$ cat config.mk
export PLATFORM = sky130hd
export DESIGN_NAME = pve_queue
export DESIGN_NICKNAME = d
export VERILOG_FILES = /design/src/pve_pkg.sv /design/src/pve_queue.sv
export SDC_FILE = /design/constraint.sdc
export NUM_CORES = 1
export LEC_CHECK = 0
export BUFFER_PORTS_ARGS = -buffer_cell sky130_fd_sc_hd__buf_2
export CAP_MARGIN = 20
export CELL_PAD_IN_SITES_DETAIL_PLACEMENT = 0
export CELL_PAD_IN_SITES_GLOBAL_PLACEMENT = 2
export CORE_ASPECT_RATIO = 1.2
export CORE_UTILIZATION = 35
export DETAILED_ROUTE_END_ITERATION = 6
export GPL_TIMING_DRIVEN = 1
export PLACE_DENSITY_LB_ADDON = 0.1
export SLEW_MARGIN = 25
export SYNTH_ARGS = -nofsm -noshare
export SYNTH_HDL_FRONTEND = slang
export SYNTH_SLANG_ARGS = --single-unit
$ cat constraint.sdc
create_clock -name clk -period 3.8 [get_ports clk]
set_input_delay 0.76 -clock clk [delete_from_list [all_inputs] [get_ports clk]]
set_output_delay 0.76 -clock clk [all_outputs]
set_load 0.005 [all_outputs]
$ cat src/pve_pkg.sv
// ----------------------------------------------------------------------------
// pve_pkg
// Shared types and constants for the pointer velocity estimator.
// ----------------------------------------------------------------------------
`default_nettype none
package pve_pkg;
	localparam int MAX_ENTRIES_DEF = 128;
	localparam logic [7:0] WIN_RESET = 8'd100;
	localparam int VEL_W = 34;

	localparam logic [1:0] ST_VALID = 2'd0;
	localparam logic [1:0] ST_FEW = 2'd1;
	localparam logic [1:0] ST_ZERO_DT = 2'd2;

	typedef struct packed {
		logic signed [15:0] x;
		logic signed [15:0] y;
		logic [31:0] t;
		logic start;
	} sample_t;

	typedef struct packed {
		logic signed [VEL_W-1:0] vx;
		logic signed [VEL_W-1:0] vy;
		logic [1:0] status;
	} result_t;
endpackage
`default_nettype wire

$ cat src/pve_queue.sv
// ----------------------------------------------------------------------------
// pve_queue
// Two-entry queue between the sample front end and the estimator engine.
// ----------------------------------------------------------------------------
`default_nettype none
module pve_queue (
	input wire logic clk,
	input wire logic arst_n,
	input wire logic in_valid,
	output logic in_ready,
	input wire pve_pkg::sample_t in_data,
	output logic out_valid,
	input wire logic out_ready,
	output pve_pkg::sample_t out_data
);
	import pve_pkg::*;

	sample_t mem_q [2];
	logic wp_q, rp_q;
	logic [1:0] cnt_q;
	logic push, pop;

	assign in_ready = (cnt_q != 2'd2);
	assign out_valid = (cnt_q != 2'd0);
	assign out_data = mem_q[rp_q];
	assign push = in_valid && in_ready;
	assign pop = out_valid && out_ready;

	always_ff @(posedge clk) begin
		if (push) mem_q[wp_q] <= in_data;
	end

	always_ff @(posedge clk or negedge arst_n) begin
		if (!arst_n) begin
			wp_q <= 1'b0;
			rp_q <= 1'b0;
			cnt_q <= 2'd0;
		end else begin
			if (push) wp_q <= ~wp_q;
			if (pop) rp_q <= ~rp_q;
			cnt_q <= cnt_q + {1'b0, push} - {1'b0, pop};
		end
	end
endmodule
`default_nettype wire

==> results.tsv, run 1 <==
stage	metric	value	unit
die	die-area	0.0149	mm²
run_status	violations	DRC	
setup_path	crit_path_start_kind	flip-flop	
synthesis	synthAdderAreaFrac	0.00496	
synthesis	yosysUniqueCellTypes	16	
synthesis	synth.mux.area_fraction	0.175	
timing	rsz0062_at_grt	no	
synthesis	yosysSeqAreaShare	0.793	
global_route	grt_pass1_wl	14000	µm
drt	via_count	2517	
global_route	grt_pass1_vias	2776	
synthesis	netlist_area	0.00505	mm²
timing	relSlewSlack	0.523	
clocking	root_buffer	clkbuf_16	
clocking	insertion_delay	0.40	ns
placed_design	hpwl	5870	µm
timing	slew_violations	0	
synthesis	synth-simple-area-share	0.00644	
layout	area_growth	29.3	%
clocking	cts_buffer_depth	2	
clocking	clk_pin_slew	0.05	ns
setup_path	path_max_fanout	36	
global_route	antenna_found_initial	0	
setup_path	path_class	flip-flop to primary output	
drt	drt_iter0_markers	112	
drt	wl_per_cell	16.6	µm
timing	fin_crit_sh	0.741	
die	num_io_pins	136	
timing	final-hold-violation-count	0	
power	leakage	2.55	nW
global_route	globalRouteOverflowTotal	0	
timing	min_period	2.81	ns
synthesis	yosysWarnings	0	
placed_design	place_congestion	0.671	
clocking	cts_tree	built	
clocking	cts_setup_buffers	0	
layout	layout_common_cells	buf_2 (135), edfxtp_1 (130), mux2_4 (40)	
layout	final_nets	441	
hold_path	hold_class	input pin to async pin	
drt	routed_via_density	4.55	
drt	ant_nets	0	
timing	setup_viol	0	
setup_path	crit_arrival	2.05	ns
die	die_height	134	µm
run_status	status	finished with violations	
timing	skew	0.00635	ns
layout	diodes	0	
die	die_w	112	µm
setup_path	worst_setup_path_end_kind	primary output	
power	power_density	788	mW/mm²
timing	clock.fmax	355	MHz
clocking	ctsResizeCount	0	
clocking	cts_buffers	17	
clocking	cts_hold_buf	0	
job	maxCapViolCount	0	
drt	route.detailed.drc	9	
synthesis	synth_top_family_by_area	multiplexers	
die	start_util	0.362	
placed_design	port_buffers	135	
setup_path	crit_required	3.04	ns
clocking	cts_sinks	134	
timing	holdWs	0.157	ns
synthesis	yosys.area_share.xor_xnor	0.00694	
timing	worst_pin_slew	0.715	ns
synthesis	syn_area_per_cell	23.1	µm²
synthesis	synth_nets	290	
drt	dr.pass1.iters	6	
timing	setup-tns-final	0	ns
power	peakVddDrop	0.348	mV
die	fp-row-count	47	
clocking	htreeDepth	4	
timing	final.setup.worst_slack	0.985	ns
synthesis	synth-compound-area-share	0	
die	core	0.0139	mm²
layout	drive_above_1_share	0.615	
global_route	grtUsageTotal	0.129	
drt	wl	9180	µm
synthesis	ys_ff_latch	134	
global_route	grt_max_degree	39	
layout	final_common_cell	buf_2	
placed_design	dp_slack	1.36	ns
synthesis	synthCells	219	
-- synthesized netlist by cell type --
cell      count  area, µm²
edfxtp_1    130       3900
mux2_4       40        601
mux2_2       25        282
buf_6         5       56.3
dfrtp_1       4        100
xnor2_1       3       26.3
buf_2         2       10.0
ha_1          2       25.0
and2_1        1       6.26
and3_1        1       6.26
inv_1         1       3.75
nand2_1       1       3.75
nand2b_1      1       6.26
nor2_1        1       3.75
or2_1         1       6.26
xor2_1        1       8.76
-- state kept, by name (all words and copies together) (netlist names) --
register	flops
rp_q	1
mem_q	130
cnt_q	2
wp_q	1
-- routing by layer --
layer,vias up,routed length (µm),global-route usage,part of all wire
met1,1240,3690,0.137,0.40
met3,16,622,0.0500,0.068
met5,-,0,0,0
met2,90,4670,0.218,0.51
met4,0,204,0.0743,0.022
li1,1171,-,-,-
-- cell type report --
| cell class | count | area [µm²] |
|---|---|---|
| Tap cell | 171 | 214 |
| Multi-Input combinational cell | 77 | 983 |
| Clock inverter | 14 | 161 |
| Clock buffer | 17 | 425 |
| Fill cell | 1234 | 7410 |
| Sequential cell | 134 | 4010 |
| Timing Repair Buffer | 139 | 731 |
| Inverter | 1 | 3.75 |
-- logic make-up (layout without fill, tap and decap cells) --
logic type / Yosys count / in the layout
xor gates and xnor gates: 4 / 4
adders and majority gates: 2 / 2
buffers and inverters: 8 / 171
DFF: 134 / 134
muxes: 65 / 65
and+or+nand+nor: 6 / 6
-- worst max-delay path, cell delays in order, from the launching register on --
cell and delay (ns):
dfrtp_4 0.81, buf_12 0.34, mux2_2 0.37, buf_2 0.13
-- stage by stage --
stage / utilization / total power [W] / area, µm² / cells
3_5_place_dp: 0.426 / 0.00361 / 5940 / 522
3_3_place_gp: 0.426 / 0.00360 / 5940 / 522
4_1_cts: 0.468 / 0.00524 / 6530 / 553
5_1_grt: 0.468 / 0.00541 / 6530 / 553
6_report: 0.468 / 0.00514 / 6530 / 553
2_1_floorplan: - / 0.00308 / 5050 / 219
-- path summary, 6_finish.rpt --
kind / start / endpoint / slack [ns] / cells after the start
worst max-delay path: rp_q / out_data[58] / 0.99 / 3
worst min-delay path: arst_n / cnt_q[0] / 0.16 / 1
worst max register to register: cnt_q[1] / mem_q[1][57] / 1.91 / 3
worst min register to register: cnt_q[0] / cnt_q[0] / 0.53 / 1
max in group asynchronous: arst_n / rp_q / 3.50 / 1
min in group clk: cnt_q[0] / cnt_q[0] / 0.53 / 1
-- where the power goes --
group          switching [W]  internal (W)  total (W)
clock network       0.000583       0.00102    0.00160
registers           0.000169       0.00203    0.00220
logic               0.000589      0.000755    0.00134
No activity file was read; power rests on OpenSTA's default activity.
==> run 2, diff against run 1 <==
--- a/config.mk
+++ b/config.mk
@@ -5,12 +5,13 @@
 export SDC_FILE = /design/constraint.sdc
 export NUM_CORES = 1
 export LEC_CHECK = 0
+export ABC_AREA = 1
 export BUFFER_PORTS_ARGS = -buffer_cell sky130_fd_sc_hd__buf_2
 export CAP_MARGIN = 20
 export CELL_PAD_IN_SITES_DETAIL_PLACEMENT = 0
 export CELL_PAD_IN_SITES_GLOBAL_PLACEMENT = 2
 export CORE_ASPECT_RATIO = 1.2
-export CORE_UTILIZATION = 35
+export CORE_UTILIZATION = 34
 export DETAILED_ROUTE_END_ITERATION = 6
 export GPL_TIMING_DRIVEN = 1
 export PLACE_DENSITY_LB_ADDON = 0.1
==> constraint.sdc (replaced) <==
create_clock -name clk -period 2.67 [get_ports clk]
set_input_delay 0.534 -clock clk [delete_from_list [all_inputs] [get_ports clk]]
set_output_delay 0.534 -clock clk [all_outputs]
set_load 0.005 [all_outputs]
==> results.tsv, run 2 <==
stage	metric	value	unit	change
clocking	cts_buffer_depth	2		unchanged
timing	min_period	2.32	ns	
drt	dr_wl_met2	5020	µm	+7.5%
die	die-area	0.0150	mm²	+0.81%
setup_path	path_class	flip-flop to primary output		
synthesis	yosysUniqueCellTypes	10		-6
clocking	cts_setup_buffers	0		unchanged
die	die_height	134	µm	+0.40%
layout	largestRegisters	mem_q (130), cnt_q (2)		
layout	area_growth	29.7	%	
layout	final_common_cell	nand2_1		
drt	wl	10000	µm	+9.2%
job	maxCapViolCount	0		unchanged
timing	final-hold-violation-count	0		unchanged
drt	wl_met3	691	µm	+11%
run_status	status	finished with violations		
synthesis	synthFlopType	edfxtp_1		
power	p_clk_frac	0.317		+0.005
synthesis	yosysWarnings	0		unchanged
synthesis	netlist.area_leader.share	0.789		+0.0162
die	die_w	112	µm	+0.41%
placed_design	place_congestion	0.664		-0.94%
timing	relSlewSlack	0.481		-0.0420
global_route	globalRouteOverflowTotal	0		unchanged
power	p_int	0.00502	W	+32%
hold_path	hold_class	input pin to flip-flop		
timing	clock.fmax	432	MHz	
layout	drive_above_1_share	0.325		-0.290
synthesis	synth_top_area_cell	edfxtp_1		
timing	fin_crit_sh	0.867		
layout	layout_common_cells	nand2_1 (208), buf_2 (135), edfxtp_1 (130)		
setup_path	crit_required	2.14	ns	-0.90 ns
power	swShare	0.305		+0.0441
timing	setup-tns-final	0	ns	unchanged
timing	setup_viol	0		unchanged
run_status	violations	DRC		
drt	highest_layer	met5		
die	core	0.0140	mm²	+0.42%
global_route	grt_pass1_wl	15500	µm	+10%
drt	dr.pass1.iters	6		unchanged
layout	diodes	0		unchanged
power	leakage	2.79	nW	+9.4%
global_route	antenna_found_initial	1		+1
synthesis	synth-edff-count	130		unchanged
global_route	grt_max_degree	67		+72%
synthesis	ys_ff_latch	134		unchanged
global_route	grt_pass1_vias	3041		+9.5%
synthesis	synthCells	371		+69%
placed_design	port_buffers	135		unchanged
synthesis	synth_area_leaders	edfxtp_1 (79%), nand2_1 (16%), dfrtp_1 (2.0%)		
die	fp-row-count	47		unchanged
drt	via_count	3097		+23%
timing	final.setup.worst_slack	0.355	ns	-0.630 ns
layout	utilization	0.458		-0.0101
placed_design	dp_slack	0.714	ns	-0.643 ns
layout	largest_register_ffs	130		unchanged
clocking	clk_pin_slew	0.06	ns	about the same
timing	worst_pin_slew	0.778	ns	+0.0630 ns
clocking	insertion_delay	0.40	ns	about the same
power	pwr-share-seq	0.411		-0.016
timing	slew_violations	0		unchanged
drt	wl_per_cell	14.3	µm	-14%
drt	ant_nets	0		unchanged
layout	regMostFlops	mem_q		
power	power_density	1130	mW/mm²	+43%
die	num_io_pins	136		unchanged
setup_path	crit_path_start_kind	flip-flop		
clocking	htreeDepth	4		unchanged
power	switchingPower	0.00221	W	+64%
setup_path	path_max_fanout	23		-36%
clocking	cts_buffers	17		unchanged
power	power.total	0.00723	W	+41%
synthesis	netlist_area	0.00494	mm²	-2.1%
timing	skew	0.00647	ns	+0.000120 ns
global_route	grtUsageTotal	0.139		+0.00969
layout	final_nets	590		+34%
timing	rsz0062_at_grt	no		
synthesis	ys_async_sr_fraction	0.0299		unchanged
synthesis	synth_commonest_cells	nand2_1 (208), edfxtp_1 (130), buf_2 (9), inv_1 (8), buf_4 (5)		
power	p_comb_frac	0.272		+0.011
synthesis	yosysSeqAreaShare	0.810		+0.0167
drt	route.detailed.drc	7		-2
drt	drt_iter0_markers	120		+7.1%
synthesis	syn_area_per_cell	13.3	µm²	-42%
setup_path	crit_arrival	1.78	ns	-0.27 ns
synthesis	synth.most_common_cell	nand2_1		
clocking	root_buffer	clkbuf_16		
setup_path	worst_setup_path_end_kind	primary output		
placed_design	hpwl	6250	µm	+6.4%
die	start_util	0.353		-0.00894
drt	wl_met1	4090	µm	+11%
clocking	cts_sinks	134		unchanged
power	peakVddDrop	0.514	mV	+48%
clocking	cts_tree	built		
drt	routed_via_density	4.41		-3.2%
synthesis	synth_nets	442		+52%
run 2: power groups by stage:
| stage | Sequential [W] | Clock (W) | Combinational, W |
|---|---|---|---|
| after floorplan | 0.00301 | 0 | 0.00112 |
| after global placement | 0.00301 | 0 | 0.00202 |
| after detailed placement | 0.00302 | 0 | 0.00203 |
| after CTS | 0.00298 | 0.00235 | 0.00204 |
| after global routing | 0.00302 | 0.00243 | 0.00224 |
| final | 0.00297 | 0.00229 | 0.00197 |
run 2: cell families after synthesis:
group,Yosys count,synth area share
DFF,134,0.810
adders and majority gates,2,0.00506
buffers and inverters,23,0.0235
and+or+nand+nor,212,0.162
run 2: path summary, 6_finish.rpt:
check | startpoint | endpoint | slack, ns | cells after the start
min | in_data[61] | mem_q[0][61] | 0.31 | 1
max in group asynchronous | arst_n | rp_q | 2.06 | 2
min reg2reg | wp_q | wp_q | 0.47 | 2
max | rp_q | out_data[58] | 0.35 | 5
max reg2reg | cnt_q[1] | mem_q[1][29] | 1.03 | 4
min in group asynchronous | arst_n | cnt_q[0] | 0.47 | 2
run 2: per-stage QoR:
stage | hold slack (ns) | cell area (µm²) | instances
2_1_floorplan | 0.238 | 4950 | 371
3_3_place_gp | 0.355 | 5810 | 670
3_5_place_dp | 0.352 | 5810 | 670
4_1_cts | 0.292 | 6410 | 703
5_1_grt | 0.295 | 6410 | 703
6_report | 0.310 | 6410 | 703
run 2: critical path, cell delays in order (launching register included):
cell and delay [ns]:
dfrtp_2 0.40, inv_2 0.32, buf_4 0.37, nand2_1 0.08, nand2_1 0.09, buf_2 0.11
run 2: cell type report:
cell class | instances | area, µm²
Fill cell | 1305 | 7580
Timing Repair Buffer | 143 | 738
Tap cell | 171 | 214
Sequential cell | 134 | 4010
Clock buffer | 19 | 433
Multi-Input combinational cell | 214 | 832
Clock inverter | 13 | 156
Inverter | 9 | 33.8
run 2: what timing repair did:
action	CTS	global route
hold buffers	1	0
gates resized for setup	0	0
hold endpoints to repair	4	0
run 2: routing by layer:
layer  up-vias  global-route usage
met5         -                   0
li1       1540                   -
met4         2              0.0756
met2        98               0.231
met1      1440               0.159
met3        17              0.0456
==> run 3, diff against run 2 <==
--- a/config.mk
+++ b/config.mk
@@ -14,6 +14,7 @@
 export CORE_UTILIZATION = 34
 export DETAILED_ROUTE_END_ITERATION = 6
 export GPL_TIMING_DRIVEN = 1
+export MAX_ROUTING_LAYER = met4
 export PLACE_DENSITY_LB_ADDON = 0.1
 export SLEW_MARGIN = 25
 export SYNTH_ARGS = -nofsm -noshare
==> results.tsv, run 3 (synthesis gave the netlist of run 2 again) <==
stage	metric	value	unit	change
run_status	status	finished with violations		
run_status	violations	DRC		
drt	via_count	3088		-0.29%
power	swShare	0.305		+0.000369
setup_path	crit_required	2.14	ns	about the same
placed_design	hpwl	6250	µm	unchanged
job	maxCapViolCount	0		unchanged
placed_design	port_buffers	135		unchanged
power	power.total	0.00723	W	about the same
clocking	cts_buffer_depth	2		unchanged
die	die_w	112	µm	unchanged
drt	wl	10000	µm	about the same
power	p_int	0.00502	W	about the same
setup_path	worst_setup_path_end_kind	primary output		
timing	fin_crit_sh	0.868		+0.00131
timing	slew_violations	0		unchanged
timing	relSlewSlack	0.486		+0.00528
power	power_density	1130	mW/mm²	about the same
global_route	grt_pass1_wl	15400	µm	-0.27%
die	start_util	0.353		unchanged
global_route	antenna_found_initial	1		unchanged
clocking	cts_sinks	134		unchanged
layout	final_common_cell	nand2_1		
global_route	grtUsageTotal	0.143		+0.00446
timing	final-hold-violation-count	0		unchanged
placed_design	place_congestion	0.671		+0.95%
timing	holdWs	0.313	ns	+0.00322 ns
layout	seq_area	0.00401	mm²	unchanged
setup_path	path_common_cell	nand2_1		
clocking	clk_pin_slew	0.06	ns	about the same
timing	setup-tns-final	0	ns	unchanged
clocking	ctsResizeCount	0		unchanged
drt	wl_per_cell	14.2	µm	-0.15%
layout	utilization	0.458		about the same
die	num_io_pins	136		unchanged
die	core	0.0140	mm²	unchanged
power	p_clk_frac	0.317		about the same
die	die-area	0.0150	mm²	unchanged
layout	finalNonFillerCells	704		+0.14%
setup_path	rr_startpoint	cnt_q[1]		
clocking	cts_tree	built		
setup_path	path_max_fanout	23		unchanged
timing	clock.fmax	431	MHz	-0.15%
layout	multi_input_area	832	µm²	unchanged
hold_path	worstHoldEndpoint	mem_q[0][61]		
clocking	insertion_delay	0.41	ns	about the same
setup_path	crit_path_start_kind	flip-flop		
timing	skew	0.00692	ns	+0.000448 ns
setup_path	slowest_delay	0.40	ns	about the same
power	pwr-share-seq	0.411		about the same
clocking	cts_buffers	17		unchanged
setup_path	r2r_setup_slack	1.04	ns	about the same
timing	min_period	2.32	ns	+0.00351 ns
layout	area_growth	29.7	%	about the same
hold_path	min_from	in_data[61]		
die	fp-row-count	47		unchanged
setup_path	worstPathCellList	inv_2 > buf_4 > nand2_1 > nand2_1 > buf_2		
layout	layout_common_cells	nand2_1 (208), buf_2 (135), edfxtp_1 (130)		
layout	drive_above_1_share	0.325		unchanged
die	die_height	134	µm	unchanged
layout	largestRegisters	mem_q (130), cnt_q (2)		
hold_path	hold_class	input pin to flip-flop		
drt	drt_iter0_markers	124		+3.3%
layout	final_nets	590		unchanged
drt	route.detailed.drc	7		unchanged
global_route	grt_max_degree	67		unchanged
power	p_comb_frac	0.272		about the same
setup_path	critPathSlowestCell	dfrtp_2		
drt	ant_nets	0		unchanged
hold_path	min_path_cells	1		unchanged
clocking	root_buffer	clkbuf_16		
timing	rsz0062_at_grt	no		
timing	worst_pin_slew	0.771	ns	-0.00792 ns
setup_path	path_class	flip-flop to primary output		
layout	largest_register_ffs	130		unchanged
timing	setup_viol	0		unchanged
placed_design	dp.cells	670		unchanged
power	switchingPower	0.00221	W	+0.17%
global_route	globalRouteOverflowTotal	0		unchanged
power	leakage	2.79	nW	unchanged
drt	dr.pass1.iters	7		+1
layout	regMostFlops	mem_q		
layout	fill_cells	1307		+0.15%
setup_path	crit_arrival	1.78	ns	about the same
power	peakVddDrop	0.514	mV	-0.16%
drt	routed_via_density	4.39		-0.43%
setup_path	rr_endpoint	mem_q[1][64]		
setup_path	reg2reg_depth	4		unchanged
global_route	grt_pass1_vias	3052		+0.36%
clocking	htreeDepth	4		unchanged
## run 3: how the worst max path moves through the flow
stage | slack [ns] | endpoint | from
5_1_grt | 0.14 | out_data[0] | rp_q
3_5_place_dp | 0.71 | out_data[44] | rp_q
2_1_floorplan | 0.36 | mem_q[0][0] | in_valid
4_1_cts | 0.27 | out_data[44] | rp_q
3_3_place_gp | 0.73 | out_data[64] | rp_q
6_report | 0.35 | out_data[44] | rp_q
## run 3: cell type report
type                            instances  share of cell area
Sequential cell                       134               0.624
Inverter                                9             0.00527
Antenna cell                            1            0.000390
Clock buffer                           19              0.0675
Multi-Input combinational cell        214               0.130
Tap cell                              171              0.0334
Timing Repair Buffer                  143               0.115
Clock inverter                         13              0.0244
## run 3: per-stage QoR
step / cell area, µm² / setup WS [ns]
after floorplan: 4950 / 0.355
after global placement: 5810 / 0.735
after detailed placement: 5810 / 0.714
after CTS: 6410 / 0.268
after global routing: 6410 / 0.137
final: 6410 / 0.351
## run 3: metal layers
metal	up-vias	GRT usage	routed length, µm
met1	1432	0.162	4200
met5	-	-	0
met2	103	0.231	5020
met4	0	0.0644	168
li1	1539	-	-
met3	14	0.0479	635
## run 3: critical path: cells and delay by family (launching register included)
kind | cells | cell delay, ns
and+or+nand+nor | 2 | 0.16
buffers and inverters | 3 | 0.81
DFF | 1 | 0.40
## run 3: power groups by stage
stage | Combinational [W] | Clock (W) | Sequential, W
after floorplan | 0.00112 | 0 | 0.00301
after global placement | 0.00202 | 0 | 0.00301
after detailed placement | 0.00203 | 0 | 0.00302
after CTS | 0.00204 | 0.00235 | 0.00298
after global routing | 0.00224 | 0.00243 | 0.00302
final | 0.00197 | 0.00229 | 0.00297
## run 3: repair_timing
item                                   in CTS  in global routing
buffers inserted                            0                  0
endpoints found under the hold margin       4                  0
hold buffers                                1                  0
